**src/rtl/core/ipv4pe_pkg.sv**
```systemverilog
// shared types and constants for the ipv4 pair extract parser
// beat structs for both channels, register layout, frame kinds, ethertypes
// no dependencies
`default_nettype none

package ipv4pe_pkg;

	// field widths
	localparam int BYTE_W        = 8;
	localparam int KIND_W        = 3;
	localparam int ADDR_W        = 32;
	localparam int SLOT_W        = 17;
	localparam int COUNT_W       = 48;
	localparam int POS_W         = 16;
	localparam int TYPE_W        = 16;
	localparam int CFG_RECORDS_W = 18;
	localparam int CFG_WINDOWS_W = 7;

	// configuration port
	localparam int PADDR_W = 3;
	localparam int PDATA_W = 32;
	localparam logic REG_RECORDS_PER_WINDOW = 1'b0;
	localparam logic REG_WINDOWS_PER_FILE   = 1'b1;
	localparam logic [CFG_RECORDS_W-1:0] RECORDS_RESET = 18'd131072;
	localparam logic [CFG_WINDOWS_W-1:0] WINDOWS_RESET = 7'd64;

	// frame kinds
	localparam logic [KIND_W-1:0] KIND_IPV4     = 3'd0;
	localparam logic [KIND_W-1:0] KIND_IPV4_TAG = 3'd1;
	localparam logic [KIND_W-1:0] KIND_IPV6     = 3'd2;
	localparam logic [KIND_W-1:0] KIND_SKIPPED  = 3'd3;
	localparam logic [KIND_W-1:0] KIND_DROPPED  = 3'd4;
	localparam logic [KIND_W-1:0] KIND_OTHER    = 3'd5;

	// ethertypes
	localparam logic [TYPE_W-1:0] TYPE_IPV4 = 16'h0800;
	localparam logic [TYPE_W-1:0] TYPE_VLAN = 16'h8100;
	localparam logic [TYPE_W-1:0] TYPE_IPV6 = 16'h86DD;

	localparam logic [COUNT_W-1:0] COUNT_MAX = {COUNT_W{1'b1}};
	localparam logic [ADDR_W-1:0]  ADDR_ONES = {ADDR_W{1'b1}};

	// counter slots
	localparam int CNT_ALL     = 0;
	localparam int CNT_TAGGED  = 1;
	localparam int CNT_IPV6    = 2;
	localparam int CNT_SKIPPED = 3;
	localparam int NUM_CNT     = 4;

	typedef struct packed {
		logic [BYTE_W-1:0] frame_byte;
		logic              frame_end;
	} in_beat_t;

	typedef struct packed {
		logic [KIND_W-1:0]  frame_kind;
		logic [ADDR_W-1:0]  source_address;
		logic [ADDR_W-1:0]  dest_address;
		logic [SLOT_W-1:0]  record_slot;
		logic               window_full;
		logic               file_full;
		logic [COUNT_W-1:0] packets_seen;
		logic [COUNT_W-1:0] tagged_seen;
		logic [COUNT_W-1:0] ipv6_seen;
		logic [COUNT_W-1:0] skipped_seen;
	} out_beat_t;

	typedef struct packed {
		logic [CFG_RECORDS_W-1:0] records_per_window;
		logic [CFG_WINDOWS_W-1:0] windows_per_file;
	} cfg_t;

endpackage

`default_nettype wire

```
**src/rtl/core/ipv4pe_cfg_regs.sv**
```systemverilog
// apb-style configuration registers of the ipv4 pair extract parser
// holds records_per_window and windows_per_file, raw as written
// depends on ipv4pe_pkg
`default_nettype none

module ipv4pe_cfg_regs (
	input  wire logic                            clk,
	input  wire logic                            arst_n,
	input  wire logic                            psel,
	input  wire logic                            penable,
	input  wire logic                            pwrite,
	input  wire logic [ipv4pe_pkg::PADDR_W-1:0]  paddr,
	input  wire logic [ipv4pe_pkg::PDATA_W-1:0]  pwdata,
	output logic      [ipv4pe_pkg::PDATA_W-1:0]  prdata,
	output logic                                 pready,
	output ipv4pe_pkg::cfg_t                     cfg
);

	logic [ipv4pe_pkg::CFG_RECORDS_W-1:0] records_q;
	logic [ipv4pe_pkg::CFG_WINDOWS_W-1:0] windows_q;
	logic                                 wr_en;

	assign pready = 1'b1;
	assign wr_en  = psel && penable && pwrite && pready;

	// register write, word index in paddr[2]
	always_ff @(posedge clk or negedge arst_n) begin
		if (!arst_n) begin
			records_q <= ipv4pe_pkg::RECORDS_RESET;
			windows_q <= ipv4pe_pkg::WINDOWS_RESET;
		end else if (wr_en) begin
			case (paddr[2])
				ipv4pe_pkg::REG_RECORDS_PER_WINDOW: begin
					records_q <= pwdata[ipv4pe_pkg::CFG_RECORDS_W-1:0];
				end
				ipv4pe_pkg::REG_WINDOWS_PER_FILE: begin
					windows_q <= pwdata[ipv4pe_pkg::CFG_WINDOWS_W-1:0];
				end
				default: begin
				end
			endcase
		end
	end

	// read mux
	always_comb begin
		case (paddr[2])
			ipv4pe_pkg::REG_RECORDS_PER_WINDOW: prdata = ipv4pe_pkg::PDATA_W'(records_q);
			ipv4pe_pkg::REG_WINDOWS_PER_FILE:   prdata = ipv4pe_pkg::PDATA_W'(windows_q);
			default:                            prdata = '0;
		endcase
	end

	assign cfg.records_per_window = records_q;
	assign cfg.windows_per_file   = windows_q;

endmodule

`default_nettype wire

```
**src/rtl/core/ipv4_pair_extract_parser_core.sv**
```systemverilog
// Ethernet frame parser that pulls IPv4 source/destination pairs out of a byte
// stream, following one 802.1Q tag. One byte is taken per clock cycle while
// frame_stall is low, back to back, with no gaps between frames. A byte is
// registered on entry, parsed by a single level of logic against the header
// state and, on the frame's last byte, the result beat is written to the
// output register that drives result_valid. Bytes that do not end a frame
// never wait on the output side; a last byte waits only while an earlier
// result is held by result_stall. Window and file limits are read from the
// config registers and must be changed only while the block is idle; zero
// acts as one and values above the MAX parameters act as those parameters.
// depends on ipv4pe_pkg and ipv4pe_cfg_regs
`default_nettype none

module ipv4_pair_extract_parser_core #(
	parameter int MAX_WINDOW_RECORDS = 131072,
	parameter int MAX_WINDOWS        = 64
) (
	input  wire logic                            clk,
	input  wire logic                            arst_n,
	// byte channel
	input  wire logic                            frame_valid,
	output logic                                 frame_stall,
	input  wire ipv4pe_pkg::in_beat_t            frame_data,
	// result channel
	output logic                                 result_valid,
	input  wire logic                            result_stall,
	output ipv4pe_pkg::out_beat_t                result_data,
	// configuration
	input  wire logic                            psel,
	input  wire logic                            penable,
	input  wire logic                            pwrite,
	input  wire logic [ipv4pe_pkg::PADDR_W-1:0]  paddr,
	input  wire logic [ipv4pe_pkg::PDATA_W-1:0]  pwdata,
	output logic      [ipv4pe_pkg::PDATA_W-1:0]  prdata,
	output logic                                 pready
);

	// record and window counter widths
	localparam int RCNT_W = (MAX_WINDOW_RECORDS > 1) ? $clog2(MAX_WINDOW_RECORDS) : 1;
	localparam int RLIM_W = $clog2(MAX_WINDOW_RECORDS + 1);
	localparam int RW     = ((RLIM_W > ipv4pe_pkg::CFG_RECORDS_W) ?
		RLIM_W : ipv4pe_pkg::CFG_RECORDS_W) + 1;
	localparam int WCNT_W = (MAX_WINDOWS > 1) ? $clog2(MAX_WINDOWS) : 1;
	localparam int WLIM_W = $clog2(MAX_WINDOWS + 1);
	localparam int WW     = ((WLIM_W > ipv4pe_pkg::CFG_WINDOWS_W) ?
		WLIM_W : ipv4pe_pkg::CFG_WINDOWS_W) + 1;
	localparam logic [RW-1:0] RMAX = RW'(MAX_WINDOW_RECORDS);
	localparam logic [WW-1:0] WMAX = WW'(MAX_WINDOWS);

	localparam logic [ipv4pe_pkg::POS_W-1:0] POS_MAX = {ipv4pe_pkg::POS_W{1'b1}};

	ipv4pe_pkg::cfg_t cfg;

	ipv4pe_cfg_regs u_cfg (
		.clk     (clk),
		.arst_n  (arst_n),
		.psel    (psel),
		.penable (penable),
		.pwrite  (pwrite),
		.paddr   (paddr),
		.pwdata  (pwdata),
		.prdata  (prdata),
		.pready  (pready),
		.cfg     (cfg)
	);

	// input register and output register
	logic                  valid_s1;
	ipv4pe_pkg::in_beat_t  beat_s1;
	logic                  out_valid_q;
	ipv4pe_pkg::out_beat_t out_beat_q;

	// header state
	logic [ipv4pe_pkg::POS_W-1:0]   pos_q;
	logic [ipv4pe_pkg::TYPE_W-1:0]  outer_q, inner_q;
	logic [3:0]                     ver_q;
	logic [ipv4pe_pkg::ADDR_W-1:0]  src_q, dst_q;
	logic [RCNT_W-1:0]              rec_cnt_q;
	logic [WCNT_W-1:0]              win_cnt_q;
	logic [ipv4pe_pkg::COUNT_W-1:0] cnt_q [ipv4pe_pkg::NUM_CNT];

	logic adv, acc, load_out;

	// handshake: a non-final byte always moves on, a final byte needs the output slot
	assign adv         = valid_s1 && (!beat_s1.frame_end || !out_valid_q || !result_stall);
	assign frame_stall = valid_s1 && !adv;
	assign acc         = frame_valid && !frame_stall;
	assign load_out    = adv && beat_s1.frame_end;

	// byte parse
	logic [ipv4pe_pkg::BYTE_W-1:0]  b;
	logic [ipv4pe_pkg::POS_W-1:0]   base;
	logic [ipv4pe_pkg::TYPE_W-1:0]  outer_nx, inner_nx;
	logic [3:0]                     ver_nx;
	logic [ipv4pe_pkg::ADDR_W-1:0]  src_nx, dst_nx;

	always_comb begin
		b        = beat_s1.frame_byte;
		base     = (outer_q == ipv4pe_pkg::TYPE_VLAN) ? 16'd18 : 16'd14;
		outer_nx = outer_q;
		inner_nx = inner_q;
		ver_nx   = ver_q;
		src_nx   = src_q;
		dst_nx   = dst_q;
		case (pos_q)
			16'd12:  outer_nx = {b, 8'h00};
			16'd13:  outer_nx = outer_q | {8'h00, b};
			16'd16:  inner_nx = {b, 8'h00};
			16'd17:  inner_nx = inner_q | {8'h00, b};
			default: begin
			end
		endcase
		if (pos_q == base)
			ver_nx = b[7:4];
		if (pos_q >= base + 16'd12 && pos_q < base + 16'd16)
			src_nx = {src_q[23:0], b};
		if (pos_q >= base + 16'd16 && pos_q < base + 16'd20)
			dst_nx = {dst_q[23:0], b};
	end

	// frame classification at the last byte
	logic [ipv4pe_pkg::KIND_W-1:0] kind_pre, kind;
	logic                          bump_tag, is_rec;

	always_comb begin
		bump_tag = 1'b0;
		if (pos_q < 16'd13) begin
			kind_pre = ipv4pe_pkg::KIND_SKIPPED;
		end else if (outer_nx == ipv4pe_pkg::TYPE_IPV4) begin
			kind_pre = (pos_q >= 16'd33 && ver_nx == 4'd4) ?
				ipv4pe_pkg::KIND_IPV4 : ipv4pe_pkg::KIND_SKIPPED;
		end else if (outer_nx == ipv4pe_pkg::TYPE_VLAN) begin
			bump_tag = 1'b1;
			kind_pre = (pos_q >= 16'd37 && inner_nx == ipv4pe_pkg::TYPE_IPV4 &&
				ver_nx == 4'd4) ? ipv4pe_pkg::KIND_IPV4_TAG : ipv4pe_pkg::KIND_SKIPPED;
		end else if (outer_nx == ipv4pe_pkg::TYPE_IPV6) begin
			kind_pre = ipv4pe_pkg::KIND_IPV6;
		end else begin
			kind_pre = ipv4pe_pkg::KIND_OTHER;
		end
		is_rec = (kind_pre == ipv4pe_pkg::KIND_IPV4 || kind_pre == ipv4pe_pkg::KIND_IPV4_TAG);
		kind   = kind_pre;
		if (is_rec && (src_nx == ipv4pe_pkg::ADDR_ONES || dst_nx == ipv4pe_pkg::ADDR_ONES)) begin
			kind   = ipv4pe_pkg::KIND_DROPPED;
			is_rec = 1'b0;
		end
	end

	// window and file limits, clamped into range
	logic [RW-1:0]     rcfg, rlim, rplus;
	logic [WW-1:0]     wcfg, wlim, wplus;
	logic              wfull, ffull;
	logic [RCNT_W-1:0] rec_cnt_nx;
	logic [WCNT_W-1:0] win_cnt_nx;

	always_comb begin
		rcfg  = RW'(cfg.records_per_window);
		wcfg  = WW'(cfg.windows_per_file);
		rlim  = (rcfg == '0) ? RW'(1) : ((rcfg > RMAX) ? RMAX : rcfg);
		wlim  = (wcfg == '0) ? WW'(1) : ((wcfg > WMAX) ? WMAX : wcfg);
		rplus = RW'(rec_cnt_q) + RW'(1);
		wplus = WW'(win_cnt_q) + WW'(1);
		wfull = is_rec && (rplus >= rlim);
		ffull = wfull && (wplus >= wlim);
		rec_cnt_nx = rec_cnt_q;
		win_cnt_nx = win_cnt_q;
		if (is_rec)
			rec_cnt_nx = wfull ? '0 : RCNT_W'(rplus);
		if (wfull)
			win_cnt_nx = ffull ? '0 : WCNT_W'(wplus);
	end

	// saturating frame counts
	logic [ipv4pe_pkg::COUNT_W-1:0] cnt_nx [ipv4pe_pkg::NUM_CNT];
	logic [ipv4pe_pkg::NUM_CNT-1:0] bump;

	always_comb begin
		bump[ipv4pe_pkg::CNT_ALL]     = 1'b1;
		bump[ipv4pe_pkg::CNT_TAGGED]  = bump_tag;
		bump[ipv4pe_pkg::CNT_IPV6]    = (kind == ipv4pe_pkg::KIND_IPV6);
		bump[ipv4pe_pkg::CNT_SKIPPED] = (kind == ipv4pe_pkg::KIND_SKIPPED);
		for (int i = 0; i < ipv4pe_pkg::NUM_CNT; i++)
			cnt_nx[i] = (bump[i] && cnt_q[i] != ipv4pe_pkg::COUNT_MAX) ?
				cnt_q[i] + 48'd1 : cnt_q[i];
	end

	// result beat
	ipv4pe_pkg::out_beat_t res_nx;
	logic                  has_addr;

	always_comb begin
		has_addr = is_rec || (kind == ipv4pe_pkg::KIND_DROPPED);
		res_nx.frame_kind     = kind;
		res_nx.source_address = has_addr ? src_nx : '0;
		res_nx.dest_address   = has_addr ? dst_nx : '0;
		res_nx.record_slot    = is_rec ? ipv4pe_pkg::SLOT_W'(rec_cnt_q) : '0;
		res_nx.window_full    = wfull;
		res_nx.file_full      = ffull;
		res_nx.packets_seen   = cnt_nx[ipv4pe_pkg::CNT_ALL];
		res_nx.tagged_seen    = cnt_nx[ipv4pe_pkg::CNT_TAGGED];
		res_nx.ipv6_seen      = cnt_nx[ipv4pe_pkg::CNT_IPV6];
		res_nx.skipped_seen   = cnt_nx[ipv4pe_pkg::CNT_SKIPPED];
	end

	// control and parser state
	always_ff @(posedge clk or negedge arst_n) begin
		if (!arst_n) begin
			valid_s1    <= 1'b0;
			out_valid_q <= 1'b0;
			pos_q       <= '0;
			outer_q     <= '0;
			inner_q     <= '0;
			ver_q       <= '0;
			src_q       <= '0;
			dst_q       <= '0;
			rec_cnt_q   <= '0;
			win_cnt_q   <= '0;
			for (int i = 0; i < ipv4pe_pkg::NUM_CNT; i++)
				cnt_q[i] <= '0;
		end else begin
			if (acc)
				valid_s1 <= 1'b1;
			else if (adv)
				valid_s1 <= 1'b0;

			if (load_out)
				out_valid_q <= 1'b1;
			else if (!result_stall)
				out_valid_q <= 1'b0;

			if (adv) begin
				if (beat_s1.frame_end) begin
					pos_q     <= '0;
					outer_q   <= '0;
					inner_q   <= '0;
					ver_q     <= '0;
					src_q     <= '0;
					dst_q     <= '0;
					rec_cnt_q <= rec_cnt_nx;
					win_cnt_q <= win_cnt_nx;
					for (int i = 0; i < ipv4pe_pkg::NUM_CNT; i++)
						cnt_q[i] <= cnt_nx[i];
				end else begin
					pos_q   <= (pos_q == POS_MAX) ? pos_q : pos_q + 16'd1;
					outer_q <= outer_nx;
					inner_q <= inner_nx;
					ver_q   <= ver_nx;
					src_q   <= src_nx;
					dst_q   <= dst_nx;
				end
			end
		end
	end

	// payload registers
	always_ff @(posedge clk) begin
		if (acc)
			beat_s1 <= frame_data;
		if (load_out)
			out_beat_q <= res_nx;
	end

	assign result_valid = out_valid_q;
	assign result_data  = out_beat_q;

	// file close only ever comes with a window close
	a_file_needs_window: assert property (@(posedge clk) disable iff (!arst_n)
		result_valid |-> (!result_data.file_full || result_data.window_full))
		else $error("file_full without window_full");

	// slot and window flag only on record kinds
	a_slot_only_records: assert property (@(posedge clk) disable iff (!arst_n)
		(result_valid && result_data.frame_kind != ipv4pe_pkg::KIND_IPV4 &&
		result_data.frame_kind != ipv4pe_pkg::KIND_IPV4_TAG) |->
		(result_data.record_slot == '0 && !result_data.window_full))
		else $error("record fields set on a non-record result");

	// input side stalls only while the input register is blocked
	a_stall_needs_item: assert property (@(posedge clk) disable iff (!arst_n)
		frame_stall |-> (valid_s1 && beat_s1.frame_end && out_valid_q))
		else $error("byte channel stalled without a blocked last byte");

	// a new result counts one more frame than the one before, up to saturation
	a_packets_step: assert property (@(posedge clk) disable iff (!arst_n)
		(result_valid && !result_stall) ##1 result_valid |->
		(result_data.packets_seen == $past(result_data.packets_seen) + 48'd1 ||
		result_data.packets_seen == ipv4pe_pkg::COUNT_MAX ||
		result_data.packets_seen == $past(result_data.packets_seen, 2) + 48'd1))
		else $error("packets_seen did not step by one");

endmodule

`default_nettype wire

```
**config.mk**
```make
export PLATFORM = sky130hd
export DESIGN_NAME = ipv4_pair_extract_parser_core
export DESIGN_NICKNAME = d
export VERILOG_FILES = /design/src/rtl/core/ipv4pe_pkg.sv /design/src/rtl/core/ipv4pe_cfg_regs.sv /design/src/rtl/core/ipv4_pair_extract_parser_core.sv
export SDC_FILE = /design/constraint.sdc
export NUM_CORES = 1
export LEC_CHECK = 0
export BUFFER_PORTS_ARGS = -buffer_cell sky130_fd_sc_hd__buf_4
export CELL_PAD_IN_SITES_DETAIL_PLACEMENT = 0
export CELL_PAD_IN_SITES_GLOBAL_PLACEMENT = 1
export CORE_MARGIN = 10
export CORE_UTILIZATION = 45
export CTS_CLUSTER_SIZE = 12
export DETAILED_ROUTE_END_ITERATION = 8
export HOLD_SLACK_MARGIN = 0.05
export PLACE_DENSITY = 0.82
export SYNTH_ARGS = -nofsm -noshare
export SYNTH_HDL_FRONTEND = slang
export SYNTH_SLANG_ARGS = --single-unit
```
**constraint.sdc**
```tcl
create_clock -name clk -period 24.1 [get_ports clk]
set_clock_uncertainty 0.15 [all_clocks]
set_input_delay 2.41 -clock clk [delete_from_list [all_inputs] [get_ports clk]]
set_output_delay 2.41 -clock clk [all_outputs]
set_load 0.005 [all_outputs]
```
==> impl_metrics.tcl <==
set metrics [dict create \
    status "completed" \
    htree_levels 3 \
    cts_resized 0 \
    drt-pass1-iter-count 8 \
    grt_setup_unrepaired "false" \
    clock-sinks 645 \
    syn_to_final_growth_pct 18.0 \
    worstPathArrival_ns 6.63 \
    finalCritPeriodShare 0.259 \
    antenna_found_initial 0 \
    power.density_nw_per_um2 67.9 \
    boundaryPins 364 \
    hold_ws_ns 0.346 \
    drtAntennaViolNets 0 \
    hpwl_mm 54.7 \
    post_cts_buffers 0 \
    slowest_stage "buf_4" \
    viasPerCell 5.54 \
    clkTransAtPathRegs_ns 0.06 \
    async_flop_share 0.555 \
    die_x_um 283 \
    hold_class "reg -> reg" \
    relSlewSlack 0.136 \
    initial_core_util 0.453 \
    synth_area_per_cell_um2 11.0 \
    routed_wl_mm 80.0 \
    p_leak_nw 15.3 \
    cts_tree "done" \
    max_freq_mhz 160 \
    worstSetupEndpointType "register" \
    routabilityCongestion 0.857 \
    synth_cells 2837 \
    die_area_um2 80000 \
    worstSetupStartpointType "input pin" \
    drt_iter0_markers 1856 \
    track_usage 0.196 \
    cts-buffers-inserted 72 \
    crit_type "in -> reg" \
    yosys_register_bits 645 \
    cp.required_ns 24.47 \
    clk_path_buf_depth 3 \
    netlist_area_um2 31100 \
    yosysWarnings 0 \
    tns_ns 0 \
    hold_viol 0 \
    grt_pass1_vias 22600 \
    ir_drop_v 0.0000463 \
    diodes 0 \
    cpMostUsedCell "buf_4" \
    root_buffer "clkbuf_16" \
    coreArea_um2 68600 \
    yosysSeqAreaShare 0.566 \
    wire_per_inst_um 19.4 \
    final_common_cell "buf_4" \
    tightest_slew_ns 1.29 \
    num_vias 22800 \
    finalPower_mw 2.49 \
    ctsHoldBuffers 0 \
    max_stage_delay_ns 0.78 \
    min_period_ns 6.25 \
    final_util 0.535 \
    synth_ff_type "dfrtp_1" \
    port_buffers 332 \
    fp-row-count 96 \
    nets 3214 \
    ys_types 76 \
    mostFrequentLayoutCells "buf_4 (358), dfrtp_1 (356), nand2_1 (348), edfxtp_1 (287), xnor2_1 (254)" \
    cp_max_fo 153 \
    stdcell_area_um2 36700 \
    synth-edff-count 287 \
    critPathBufInv 5 \
    setup_viol 0 \
    max_cap_viol_count 0 \
    critPathTopFamily "buffers and inverters" \
    finalMaxSlewViolations 0 \
    grt_overflow 0 \
    drc 0 \
    clk_latency_ns 0.62 \
    grt_pass1_wl_mm 127 \
    die_y_um 283 \
    drive_above_1_share 0.168 \
    placedInstanceArea_um2 34400 \
    crit_path_cell_trace "buf_4, nand3_1, and2_1, nand2_4, inv_8, buf_12, buf_4, o211ai_1, buf_4, nor3_1, xor2_1" \
    grt_max_degree 154 \
]
## worst paths after layout
check,cells after the start,slack (ns),start,end
setup / recovery,11,17.85,result_stall,cnt_q[35]
setup reg to reg,13,18.38,outer_q[1],win_cnt_q[4]
hold / removal,2,0.35,inner_q[2],inner_q[2]
hold reg to reg,2,0.35,inner_q[2],inner_q[2]
max in group asynchronous,3,19.79,arst_n,cnt_q[15]
min in group asynchronous,1,1.63,arst_n,dst_q[5]
## synth_stat cells, types with 58 or more instances
library cell,instances,area share
nor2_1,196,0.024
clkbuf_1,121,0.015
nand2_1,349,0.042
and3_1,58,0.012
nor3_1,88,0.014
xor2_1,147,0.041
a22o_1,89,0.025
a21oi_1,103,0.017
nand3_1,185,0.030
nand4_1,107,0.022
dfrtp_1,356,0.29
xnor2_1,254,0.072
edfxtp_1,287,0.28
## metal layers
metal | part of all wire | wire length [µm] | vias to the layer above | global-route usage
met5 | 0 | 0 | - | 0
met4 | 0.022 | 1730 | 0 | 0.0616
met3 | 0.063 | 5010 | 118 | 0.0350
met2 | 0.49 | 39400 | 723 | 0.325
met1 | 0.42 | 33800 | 11300 | 0.258
li1 | - | - | 10700 | -
## flip-flops by register name, summed over array words and instances, names as in the netlist, 8 cells and up
signal	count
result_data	278
rec_cnt_q	17
dst_q	32
inner_q	16
outer_q	16
b	8
cnt_q	192
u_cfg.records_q	18
src_q	32
pos_q	16
## power breakdown
part           switching (mW)  leakage (nW)  total, mW  internal, mW
clock network           0.460          1.11       1.06         0.604
logic                   0.109          6.43      0.190        0.0807
registers              0.0384          7.75       1.23          1.20
total                   0.608          15.3       2.49          1.88
## per-stage QoR
step	cells	worst slack, ns
detailed placement	3979	17.07
CTS	4113	17.72
finish	4113	17.85
global placement	3979	17.24
global route	4113	17.53
floorplan	2850	11.80
## layout make-up
class                   count  area, µm²
clock buffers             101       1980
clock inverters            33        303
fillers                  5894      31900
inverters                  37        146
multi-input cells        2006      12800
flip-flops and latches    645      17600
well taps                 931       1160
repair buffers            360       2720
## worst register-to-register path, cell delays in order, from the launching register on
cell      delay, ns
dfrtp_1        0.39
or4_1          0.55
and3b_1        0.25
nand4_1        0.25
inv_1          0.19
ha_1           0.27
a21o_1         0.18
a21oi_1        0.29
nand2_1        0.20
or3_1          0.85
a311oi_1       0.73
nand2_1        0.49
or4_4          0.61
o31ai_1        0.20
## logic make-up after synthesis
kind of cell	after synthesis	synth area share
AND/OR/NAND/NOR	1197	0.193
XOR/XNOR	401	0.113
flip-flops	645	0.566
other	2	0.000242
AO/OA/AOI/OAI	305	0.0678
adder cells (fa/ha/maj)	41	0.0165
buffers and inverters	199	0.0268
multiplexers	47	0.0168
Power figures use the tool's default switching activity.
